===== config.mk =====
export PLATFORM = sky130hd
export DESIGN_NAME = square_wave_tone_generator_flat
export DESIGN_NICKNAME = d
export VERILOG_FILES = /design/src/hdl/swtg_pkg.sv /design/src/hdl/swtg_if.sv /design/src/hdl/swtg_div.sv /design/src/hdl/square_wave_tone_generator.sv /design/src/flat_wrapper.sv
export SDC_FILE = /design/constraint.sdc
export NUM_CORES = 1
export LEC_CHECK = 0
export ABC_AREA = 0
export BUFFER_PORTS_ARGS = -buffer_cell sky130_fd_sc_hd__buf_4
export CAP_MARGIN = 20
export CORE_MARGIN = 2
export CORE_UTILIZATION = 58
export CTS_BUF_LIST = sky130_fd_sc_hd__clkbuf_4 sky130_fd_sc_hd__clkbuf_8 sky130_fd_sc_hd__clkbuf_16
export DETAILED_ROUTE_END_ITERATION = 12
export PLACE_DENSITY = 0.85
export SKIP_CTS_REPAIR_TIMING = 1
export SYNTH_ARGS = -nofsm -noshare
export SYNTH_HDL_FRONTEND = slang
export SYNTH_SLANG_ARGS = --single-unit

===== constraint.sdc =====
create_clock -name i_clk -period 6.57 [get_ports i_clk]
set_input_delay 0.657 -clock i_clk [delete_from_list [all_inputs] [get_ports i_clk]]
set_output_delay 0.657 -clock i_clk [all_outputs]
set_load 0.01 [all_outputs]

===== src/hdl/swtg_pkg.sv =====
`default_nettype none

package swtg_pkg;

    localparam int unsigned TICKS_PER_SECOND = 1000000;
    localparam int unsigned US_PER_MS        = 1000;

    localparam int FREQ_W   = 16;
    localparam int LEN_W    = 16;
    localparam int HALF_W   = 19;
    localparam int HALVES_W = 24;

    localparam int TPS_W  = $clog2(TICKS_PER_SECOND + 1);
    localparam int PER_W  = (TPS_W > HALF_W + 1) ? TPS_W : HALF_W + 1;
    localparam int PH_W   = PER_W - 1;
    localparam int PROD_W = LEN_W + $clog2(US_PER_MS + 1);
    localparam int DIV_W  = (PER_W > PROD_W) ? PER_W : PROD_W;
    localparam int CNT_W  = $clog2(DIV_W + 1);

    localparam logic [HALF_W-1:0]   HALF_MAX   = {HALF_W{1'b1}};
    localparam logic [HALVES_W-1:0] HALVES_MAX = {{(HALVES_W-1){1'b1}}, 1'b0};
    localparam logic [HALVES_W-2:0] CYC_MAX    = {(HALVES_W-1){1'b1}};

    localparam logic MODE_TICK  = 1'b0;
    localparam logic MODE_START = 1'b1;

    typedef enum logic [1:0] {
        S_IDLE,
        S_PERIOD,
        S_CYCLES
    } t_state;

    typedef struct packed {
        logic             start;
        logic [DIV_W-1:0] dividend;
        logic [DIV_W-1:0] divisor;
    } t_div_req;

    typedef struct packed {
        logic             done;
        logic [DIV_W-1:0] quotient;
    } t_div_rsp;

endpackage

`default_nettype wire


===== src/hdl/swtg_if.sv =====
`default_nettype none

interface swtg_in_if;
    logic                       valid;
    logic                       ready;
    logic                       mode;
    logic [swtg_pkg::FREQ_W-1:0] tone_freq;
    logic [swtg_pkg::LEN_W-1:0]  tone_length;

    modport source (output valid, mode, tone_freq, tone_length, input ready);
    modport sink   (input valid, mode, tone_freq, tone_length, output ready);
endinterface

interface swtg_out_if;
    logic valid;
    logic ready;
    logic speaker_level;
    logic busy_res;

    modport source (output valid, speaker_level, busy_res, input ready);
    modport sink   (input valid, speaker_level, busy_res, output ready);
endinterface

`default_nettype wire


===== src/hdl/swtg_div.sv =====
`default_nettype none

module swtg_div (
    input  wire                i_clk,
    input  wire                i_rst_n,
    input  swtg_pkg::t_div_req i_req,
    output swtg_pkg::t_div_rsp o_rsp
);
    import swtg_pkg::*;

    logic [DIV_W-1:0] r_rem, n_rem;
    logic [DIV_W-1:0] r_quo, n_quo;
    logic [DIV_W-1:0] r_dsr, n_dsr;
    logic [CNT_W-1:0] r_cnt, n_cnt;
    logic             r_done, n_done;

    logic [DIV_W:0] w_trial;
    logic [DIV_W:0] w_diff;
    logic           w_ge;

    always_comb begin
        w_trial = {r_rem, r_quo[DIV_W-1]};
        w_diff  = w_trial - {1'b0, r_dsr};
        w_ge    = (w_trial >= {1'b0, r_dsr});

        n_rem  = r_rem;
        n_quo  = r_quo;
        n_dsr  = r_dsr;
        n_cnt  = r_cnt;
        n_done = 1'b0;

        if (i_req.start) begin
            n_rem = '0;
            n_quo = i_req.dividend;
            n_dsr = i_req.divisor;
            n_cnt = CNT_W'(DIV_W);
        end else if (r_cnt != '0) begin
            n_rem  = w_ge ? w_diff[DIV_W-1:0] : w_trial[DIV_W-1:0];
            n_quo  = {r_quo[DIV_W-2:0], w_ge};
            n_cnt  = r_cnt - CNT_W'(1);
            n_done = (r_cnt == CNT_W'(1));
        end
    end

    always_ff @(posedge i_clk) begin
        if (!i_rst_n) begin
            r_cnt  <= '0;
            r_done <= 1'b0;
        end else begin
            r_cnt  <= n_cnt;
            r_done <= n_done;
        end
    end

    always_ff @(posedge i_clk) begin
        r_rem <= n_rem;
        r_quo <= n_quo;
        r_dsr <= n_dsr;
    end

    assign o_rsp.done     = r_done;
    assign o_rsp.quotient = r_quo;

endmodule

`default_nettype wire


===== src/hdl/square_wave_tone_generator.sv =====
`default_nettype none

// Square-wave buzzer tone generator. A tick transaction (mode 0) stands for one
// microsecond and is taken every clock cycle while no start is being divided and
// the output register is free or being read; its result gives the speaker level
// and busy flag for that tick. A start transaction (mode 1) sets up a tone from
// tone_freq (Hz) and tone_length (ms): period = TICKS_PER_SECOND / freq, half
// period = period / 2, cycles = length * 1000 / period. A start runs two
// divisions on one shared restoring divider that retires one quotient bit per
// cycle; a start with zero frequency is ignored and answered from the present
// tone state. The input is not ready while a division runs. A start while a
// tone plays restarts it; a zero cycle count silences the speaker. One output
// register decouples the two sides.
module square_wave_tone_generator (
    input  wire        i_clk,
    input  wire        i_rst_n,
    swtg_in_if.sink    i_in,
    swtg_out_if.source o_out
);
    import swtg_pkg::*;

    t_state              r_state, n_state;
    logic [DIV_W-1:0]    r_prod, n_prod;
    logic [PER_W-1:0]    r_period, n_period;
    logic [HALF_W-1:0]   r_half, n_half;
    logic [HALF_W-1:0]   r_phase, n_phase;
    logic [HALVES_W-1:0] r_halves, n_halves;
    logic                r_level, n_level;
    logic                r_out_valid, n_out_valid;
    logic                r_out_level, n_out_level;
    logic                r_out_busy, n_out_busy;

    t_div_req            w_req;
    t_div_rsp            w_rsp;
    logic                w_in_ready;
    logic [HALF_W-1:0]   w_phase_inc;
    logic [HALVES_W-1:0] w_halves_dec;
    logic [PH_W-1:0]     w_half_full;

    swtg_div u_div (
        .i_clk   (i_clk),
        .i_rst_n (i_rst_n),
        .i_req   (w_req),
        .o_rsp   (w_rsp)
    );

    always_comb begin
        w_in_ready   = (r_state == S_IDLE) && (!r_out_valid || o_out.ready);
        w_phase_inc  = r_phase + HALF_W'(1);
        w_halves_dec = r_halves - HALVES_W'(1);
        w_half_full  = r_period[PER_W-1:1];

        n_state     = r_state;
        n_prod      = r_prod;
        n_period    = r_period;
        n_half      = r_half;
        n_phase     = r_phase;
        n_halves    = r_halves;
        n_level     = r_level;
        n_out_valid = r_out_valid;
        n_out_level = r_out_level;
        n_out_busy  = r_out_busy;

        w_req.start    = 1'b0;
        w_req.dividend = DIV_W'(TICKS_PER_SECOND);
        w_req.divisor  = DIV_W'(i_in.tone_freq);

        if (r_out_valid && o_out.ready) begin
            n_out_valid = 1'b0;
        end

        case (r_state)
            S_IDLE: begin
                if (i_in.valid && w_in_ready) begin
                    if (i_in.mode == MODE_START) begin
                        if (i_in.tone_freq != '0) begin
                            w_req.start = 1'b1;
                            n_prod      = DIV_W'(i_in.tone_length) * DIV_W'(US_PER_MS);
                            n_state     = S_PERIOD;
                        end else begin
                            n_out_valid = 1'b1;
                            n_out_level = r_level;
                            n_out_busy  = (r_halves != '0);
                        end
                    end else if (r_halves == '0) begin
                        n_level     = 1'b0;
                        n_out_valid = 1'b1;
                        n_out_level = 1'b0;
                        n_out_busy  = 1'b0;
                    end else begin
                        n_out_valid = 1'b1;
                        n_out_level = r_level;
                        n_out_busy  = 1'b1;
                        n_phase     = w_phase_inc;
                        if (w_phase_inc >= r_half) begin
                            n_phase  = '0;
                            n_halves = w_halves_dec;
                            n_level  = (w_halves_dec == '0) ? 1'b0 : !r_level;
                        end
                    end
                end
            end
            S_PERIOD: begin
                if (w_rsp.done) begin
                    n_period = w_rsp.quotient[PER_W-1:0];
                    if (w_rsp.quotient == '0) begin
                        n_half      = '0;
                        n_phase     = '0;
                        n_halves    = '0;
                        n_level     = 1'b0;
                        n_out_valid = 1'b1;
                        n_out_level = 1'b0;
                        n_out_busy  = 1'b0;
                        n_state     = S_IDLE;
                    end else begin
                        w_req.start    = 1'b1;
                        w_req.dividend = r_prod;
                        w_req.divisor  = w_rsp.quotient;
                        n_state        = S_CYCLES;
                    end
                end
            end
            S_CYCLES: begin
                if (w_rsp.done) begin
                    n_out_valid = 1'b1;
                    n_state     = S_IDLE;
                    if (w_rsp.quotient == '0 || w_half_full == '0) begin
                        n_half      = '0;
                        n_phase     = '0;
                        n_halves    = '0;
                        n_level     = 1'b0;
                        n_out_level = 1'b0;
                        n_out_busy  = 1'b0;
                    end else begin
                        n_half      = (w_half_full > PH_W'(HALF_MAX)) ? HALF_MAX
                                                                      : w_half_full[HALF_W-1:0];
                        n_halves    = (w_rsp.quotient > DIV_W'(CYC_MAX)) ? HALVES_MAX
                                    : {w_rsp.quotient[HALVES_W-2:0], 1'b0};
                        n_phase     = '0;
                        n_level     = 1'b1;
                        n_out_level = 1'b1;
                        n_out_busy  = 1'b1;
                    end
                end
            end
            default: begin
                n_state = S_IDLE;
            end
        endcase
    end

    always_ff @(posedge i_clk) begin
        if (!i_rst_n) begin
            r_state     <= S_IDLE;
            r_half      <= '0;
            r_phase     <= '0;
            r_halves    <= '0;
            r_level     <= 1'b0;
            r_out_valid <= 1'b0;
        end else begin
            r_state     <= n_state;
            r_half      <= n_half;
            r_phase     <= n_phase;
            r_halves    <= n_halves;
            r_level     <= n_level;
            r_out_valid <= n_out_valid;
        end
    end

    always_ff @(posedge i_clk) begin
        r_prod      <= n_prod;
        r_period    <= n_period;
        r_out_level <= n_out_level;
        r_out_busy  <= n_out_busy;
    end

    assign i_in.ready          = w_in_ready;
    assign o_out.valid         = r_out_valid;
    assign o_out.speaker_level = r_out_level;
    assign o_out.busy_res      = r_out_busy;

    a_busy_has_half: assert property (@(posedge i_clk) disable iff (!i_rst_n)
        (r_halves != '0) |-> (r_half != '0))
        else $error("tone active with zero half period");

    a_level_needs_busy: assert property (@(posedge i_clk) disable iff (!i_rst_n)
        r_level |-> (r_halves != '0))
        else $error("speaker high while idle");

    a_done_in_div_state: assert property (@(posedge i_clk) disable iff (!i_rst_n)
        w_rsp.done |-> (r_state == S_PERIOD || r_state == S_CYCLES))
        else $error("divider finished outside a divide step");

    a_no_accept_while_dividing: assert property (@(posedge i_clk) disable iff (!i_rst_n)
        (r_state != S_IDLE) |-> !i_in.ready)
        else $error("input ready during a divide");

endmodule

`default_nettype wire

===== src/flat_wrapper.sv =====
// flat-port wrapper written by rule: the top's interface ports become plain ports
module square_wave_tone_generator_flat import swtg_pkg::*;
  (i_clk, i_rst_n, i_in_valid, i_in_mode, i_in_tone_freq, i_in_tone_length, i_in_ready, o_out_valid, o_out_speaker_level, o_out_busy_res, o_out_ready);
  swtg_in_if i_in_i ();
  swtg_out_if o_out_i ();
  input  wire i_clk;
  input  wire i_rst_n;
  input wire logic [$bits(i_in_i.valid)-1:0] i_in_valid;
  input wire logic [$bits(i_in_i.mode)-1:0] i_in_mode;
  input wire logic [$bits(i_in_i.tone_freq)-1:0] i_in_tone_freq;
  input wire logic [$bits(i_in_i.tone_length)-1:0] i_in_tone_length;
  output wire logic [$bits(i_in_i.ready)-1:0] i_in_ready;
  output wire logic [$bits(o_out_i.valid)-1:0] o_out_valid;
  output wire logic [$bits(o_out_i.speaker_level)-1:0] o_out_speaker_level;
  output wire logic [$bits(o_out_i.busy_res)-1:0] o_out_busy_res;
  input wire logic [$bits(o_out_i.ready)-1:0] o_out_ready;
  assign i_in_i.valid = i_in_valid;
  assign i_in_i.mode = i_in_mode;
  assign i_in_i.tone_freq = i_in_tone_freq;
  assign i_in_i.tone_length = i_in_tone_length;
  assign i_in_ready = i_in_i.ready;
  assign o_out_valid = o_out_i.valid;
  assign o_out_speaker_level = o_out_i.speaker_level;
  assign o_out_busy_res = o_out_i.busy_res;
  assign o_out_i.ready = o_out_ready;
  square_wave_tone_generator u_core (.i_clk(i_clk), .i_rst_n(i_rst_n), .i_in(i_in_i), .o_out(o_out_i));
endmodule

# After elaboration in Yosys (flattened, before gate mapping)
# Cells that the tools add are included.
dict set report totals {
  regBits 195
  input_bits 37
  output_inout_bits 4
  wordCells 142
}
dict set report op_classes {
  addsub 4
  mul 1
  order_cmp 4
  eq_ne 14
  muxes 69
  bitwise_logic 4
  n_reduce_logical 29
}
# op count
set ops {}
lappend ops {{two-way mux 24 bit} 9}
lappend ops {{two-way mux 19 bit} 10}
lappend ops {{two-way mux 53 bit} 2}
lappend ops {{two-way mux 26 bit} 3}
lappend ops {{case mux 24 bit (3 select lines)} 1}
lappend ops {{case mux 19 bit (3 select lines)} 1}
lappend ops {{two-way mux 52 bit} 1}
lappend ops {{zero test 24 bit} 2}
lappend ops {{case mux 19 bit (2 select lines)} 1}
lappend ops {{greater-or-equal comparator 27 x 26 -> 1 bit} 1}
lappend ops {{two-way mux 1 bit} 27}
lappend ops {{greater-than comparator 26 x 23 -> 1 bit (second input constant)} 1}
lappend ops {{zero test 26 bit} 1}
lappend ops {{subtractor 26 bit} 1}
lappend ops {{nonzero test 24 bit} 1}
lappend ops {{subtractor 24 x 1 -> 24 bit (second input constant)} 1}
lappend ops {{multiplier 16 x 7 -> 23 bit (second input constant)} 1}
lappend ops {{adder 19 x 1 -> 19 bit (second input constant)} 1}
lappend ops {{greater-or-equal comparator 19 bit} 1}
lappend ops {{greater-than comparator 19 bit (second input constant)} 1}
lappend ops {{zero test 19 bit} 1}
lappend ops {{inequality test 2 bit (second input constant)} 8}
lappend ops {{nonzero test 16 bit} 1}
lappend ops {{AND reduction 7 bit} 2}
lappend ops {{other kinds (26)} 46}

# Longest topological paths before layout
dict set report logic_depth {
  ltp_word 8
  ltp_mapped 16
  ltp_nobuf 15
}

# By module
# A second synthesis with hierarchy kept.
dict set report hier_totals {
  cells_unflattened 1541
  hier_area_um2 14104.8
}
# module n_inst cells_per_inst area_each_um2 seq_area_each_um2
set modules_own_cells {}
lappend modules_own_cells {square_wave_tone_generator 1 1047 9061.2 2642.5}
lappend modules_own_cells {swtg_div 1 494 5043.6 2202.1}

# Worst setup path before layout
# Ideal clock, no wire load.
dict set report synth_timing {
  path_type {input -> register}
  start {input port i_in_tone_length[3]}
  end {register u_core.r_prod[24], data pin}
  setup_ns 0.137
  arrival_time_ns 4.897
  required_time_ns 6.433
  setup_slack_ns 1.536
  path_stages 15
  path_buffers 0
  cell_sequence {inv_1 -> fa_1 -> fa_1 -> fa_1 -> fa_1 -> inv_1 -> ha_1 -> nand2_1 -> o21ai_0 -> a2111oi_0 -> or3_1 -> a31oi_1 -> o41ai_1 -> or4b_2 -> nand4_1}
}
dict set report synth_via {
  elab_chain_cells 1
}
# item line
set synth_rtl {}
lappend synth_rtl {{from (decl)} flat_wrapper.sv:11} ;# input wire logic [$bits(i_in_i.tone_length)-1:0] i_in_tone_length;
lappend synth_rtl {{multiplier 16 x 7 -> 23 bit} square_wave_tone_generator.sv:78} ;# n_prod = DIV_W'(i_in.tone_length) * DIV_W'(US_PER_MS);
lappend synth_rtl {{to (signal assigned)} square_wave_tone_generator.sv:171} ;# r_prod <= n_prod;
lappend synth_rtl {{to (decl)} square_wave_tone_generator.sv:23} ;# logic [DIV_W-1:0] r_prod, n_prod;
# Every way passes these cells.
# A chain may end at the register's enable or synchronous reset.

# Final worst setup path
# Ends and elaborated chain as after synthesis.

==> impl_metrics.env <==
export IMPL_clkLatencyLatePin_ns=0.44
export IMPL_skew_ns=0.0127
export IMPL_regArea_um2=4840
export IMPL_postLayoutCoreUtil_pct=64.3
export IMPL_ys_seq_elements=194
export IMPL_place_congestion=0.926
export IMPL_fin_nets=1689
export IMPL_port_buffers=40
export IMPL_ys_types=73
export IMPL_status="complete, no violations"
export IMPL_critical_path_slowest_cell="or4b_2"
export IMPL_die_area_um2=24400
export IMPL_synth_edf_count=96
export IMPL_slew_headroom_pct=25.6
export IMPL_io_pins=41
export IMPL_worstSetupEndpointType="flop"
export IMPL_startpoint_type="input port"
export IMPL_drc_errors=0
export IMPL_cp_top_family="adder cells"
export IMPL_gr_total_overflow=0
export IMPL_syn_nets=1684
export IMPL_drt_initial_drc_count=1233
export IMPL_synthCells=1484
export IMPL_hold_class="input port to flop"
export IMPL_maxCapViolations=0
export IMPL_holdWs_ns=0.437
export IMPL_max_stage_delay_ns=0.62
export IMPL_cpMostUsedCell="fa_1"
export IMPL_htreeDepth=4
export IMPL_ant_nets=0
export IMPL_yosys_warnings=0
export IMPL_pwr_density_cell_nw_per_um2=476
export IMPL_critPathArrivalTime_ns=5.42
export IMPL_hold_viol=0
export IMPL_cts_buffers_inserted=17
export IMPL_netlist_area_um2=13400
export IMPL_grt_pass1_vias=10800
export IMPL_yosys_top_cells_count="inv_1 (149), nand2_1 (143), a21oi_1 (126)"
export IMPL_p_leak_nw=6.13
export IMPL_first_pass_iters=6
export IMPL_multi_input_area_um2=7780
export IMPL_max_freq_mhz=196
export IMPL_die_w_um=156
export IMPL_vias_per_cell=6.29
export IMPL_drive_above_1_share_pct=7.26
export IMPL_ys_seq_area_share_pct=36.0
export IMPL_synth_avg_cell_area_um2=9.06
export IMPL_rows=55
export IMPL_synth_top_area_share_pct=21.4
export IMPL_critPathBufInv=3
export IMPL_fin_setup_tns_ns=0
export IMPL_cts_tree="done"
export IMPL_area_growth_pct=8.63
export IMPL_dp_hpwl_um=23000
export IMPL_cts_root_buffer="clkbuf_16"
export IMPL_path_clk_slew_ns=0.07
export IMPL_ir_worst_vdd_v=0.000224
export IMPL_period_needed_ns=5.11
export IMPL_vias=11200
export IMPL_tightest_slew_ns=1.12
export IMPL_worstPathMaxFanout=5
export IMPL_start_util_pct=59.2
export IMPL_track_usage_pct=26.5
export IMPL_synthArstFlopShare_pct=0
export IMPL_synth_most_common_cell="inv_1"
export IMPL_grt_max_degree=48
export IMPL_yosys_area_top_type="edfxtp_1"
export IMPL_antenna_cells=0
export IMPL_die_h_um=156
export IMPL_worstPathRequired_ns=6.87
export IMPL_cts_num_sinks=194
export IMPL_post_drt_wl_per_cell_um=18.0
export IMPL_antenna_found_initial=1
export IMPL_grt_pass1_wl_um=51800
export IMPL_worstSetupPathType="input port to flop"
export IMPL_nFillCells=1766
export IMPL_rsz0062_at_grt="false"
export IMPL_setup_violations=0
export IMPL_clk_path_buf_depth=2
export IMPL_period_share_pct=77.8
export IMPL_synth_main_ff_cell="dfxtp_1"
export IMPL_yosys_top_cells_area="edfxtp_1 (21%), dfxtp_1 (15%), ha_1 (10%), fa_1 (8.2%), a21oi_1 (4.7%)"
export IMPL_core_area_um2=22700
export IMPL_path_cells="buf_4 -> inv_1 -> fa_1 -> fa_1 -> fa_1 -> fa_1 -> inv_1 -> ha_1 -> nand2_1 -> o21ai_0 -> a2111oi_0 -> or3_1 -> a31oi_1 -> o41ai_1 -> or4b_2 -> nand4_1"
export IMPL_pre_cts_slack_ns=1.04
export IMPL_wl_um=32200
export IMPL_setup_ws_ns=1.46
export IMPL_finalMaxSlewViolations=0
[power by group]
| group | switching, W | internal, W |
|---|---|---|
| clock | 0.000467 | 0.000595 |
| sequential | 0.000349 | 0.00173 |
| combinational | 0.00222 | 0.00160 |
[per-stage QoR]
step | cell area [um^2] | power [W] | cells
6_report | 14600 | 0.00696 | 1787
5_1_grt | 14600 | 0.00746 | 1787
4_1_cts | 14500 | 0.00684 | 1784
3_5_place_dp | 13900 | 0.00575 | 1752
3_3_place_gp | 13900 | 0.00558 | 1752
2_1_floorplan | 13400 | 0.00490 | 1484
[final timing paths]
kind / start / end / slack, ns / cells past startpoint
setup / recovery: i_in_tone_length[3] / u_core.r_prod[24] / 1.46 / 16
hold / removal: i_in_tone_length[1] / u_core.r_prod[4] / 0.44 / 1
setup reg to reg: u_core.r_phase[0] / u_core.r_level / 2.09 / 13
hold reg to reg: u_core.r_phase[12] / u_core.r_phase[12] / 0.46 / 2
[final cells by class]
| class | instances | share of cell area (%) |
|---|---|---|
| tap | 285 | 2.44 |
| clock buffer | 22 | 3.50 |
| sequential | 194 | 33.2 |
| clock inverter | 10 | 0.643 |
| inverter | 150 | 3.86 |
| timing repair buffer | 55 | 3.10 |
| multi-input combinational | 1071 | 53.3 |
[state kept, by name, indices dropped and copies added, names as in the netlist]
name and count:
u_core.o_out.busy_res 1, u_core.r_level 1, u_core.r_prod 23, u_core.r_halves 24
u_core.u_div.r_rem 26, u_core.r_phase 19, u_core.o_out.valid 1, u_core.o_out.speaker_level 1
u_core.u_div.r_done 1, u_core.u_div.r_dsr 26, u_core.u_div.r_quo 26, u_core.u_div.r_cnt 5
u_core.r_half 19, u_core.r_state 2, u_core.r_period 19
[kinds of logic after synthesis]
family | share of synthesized area (%)
buf+inv | 6.30
xor+xnor | 3.84
simple gates | 17.1
mux | 1.82
fa+ha+maj | 18.2
flops | 36.0
compound gates | 16.6
[layout by cell type (no fill, tap or decap), types with 24 or more instances in the layout]
| cell | count |
|---|---|
| inv_1 | 149 |
| nand2_1 | 143 |
| a21oi_1 | 125 |
| ha_1 | 108 |
| nor2_1 | 103 |
| dfxtp_1 | 98 |
| edfxtp_1 | 96 |
| o21ai_0 | 75 |
| nand3_1 | 61 |
| fa_1 | 55 |
| buf_4 | 53 |
| xnor2_1 | 40 |
| and3_1 | 26 |
| nor4_1 | 24 |
| nor3_1 | 24 |
[per-layer routing]
layer / track usage [%] / part of all wire, % / routed length [um] / vias to the layer above
met5: 0 / 0.050 / 16 / -
met4: 11.4 / 3.5 / 1120 / 2
met3: 5.95 / 8.8 / 2820 / 86
met2: 44.0 / 47 / 15100 / 509
met1: 33.4 / 41 / 13100 / 5364
li1: - / - / - / 5286
Power figures use the tool's default switching activity.
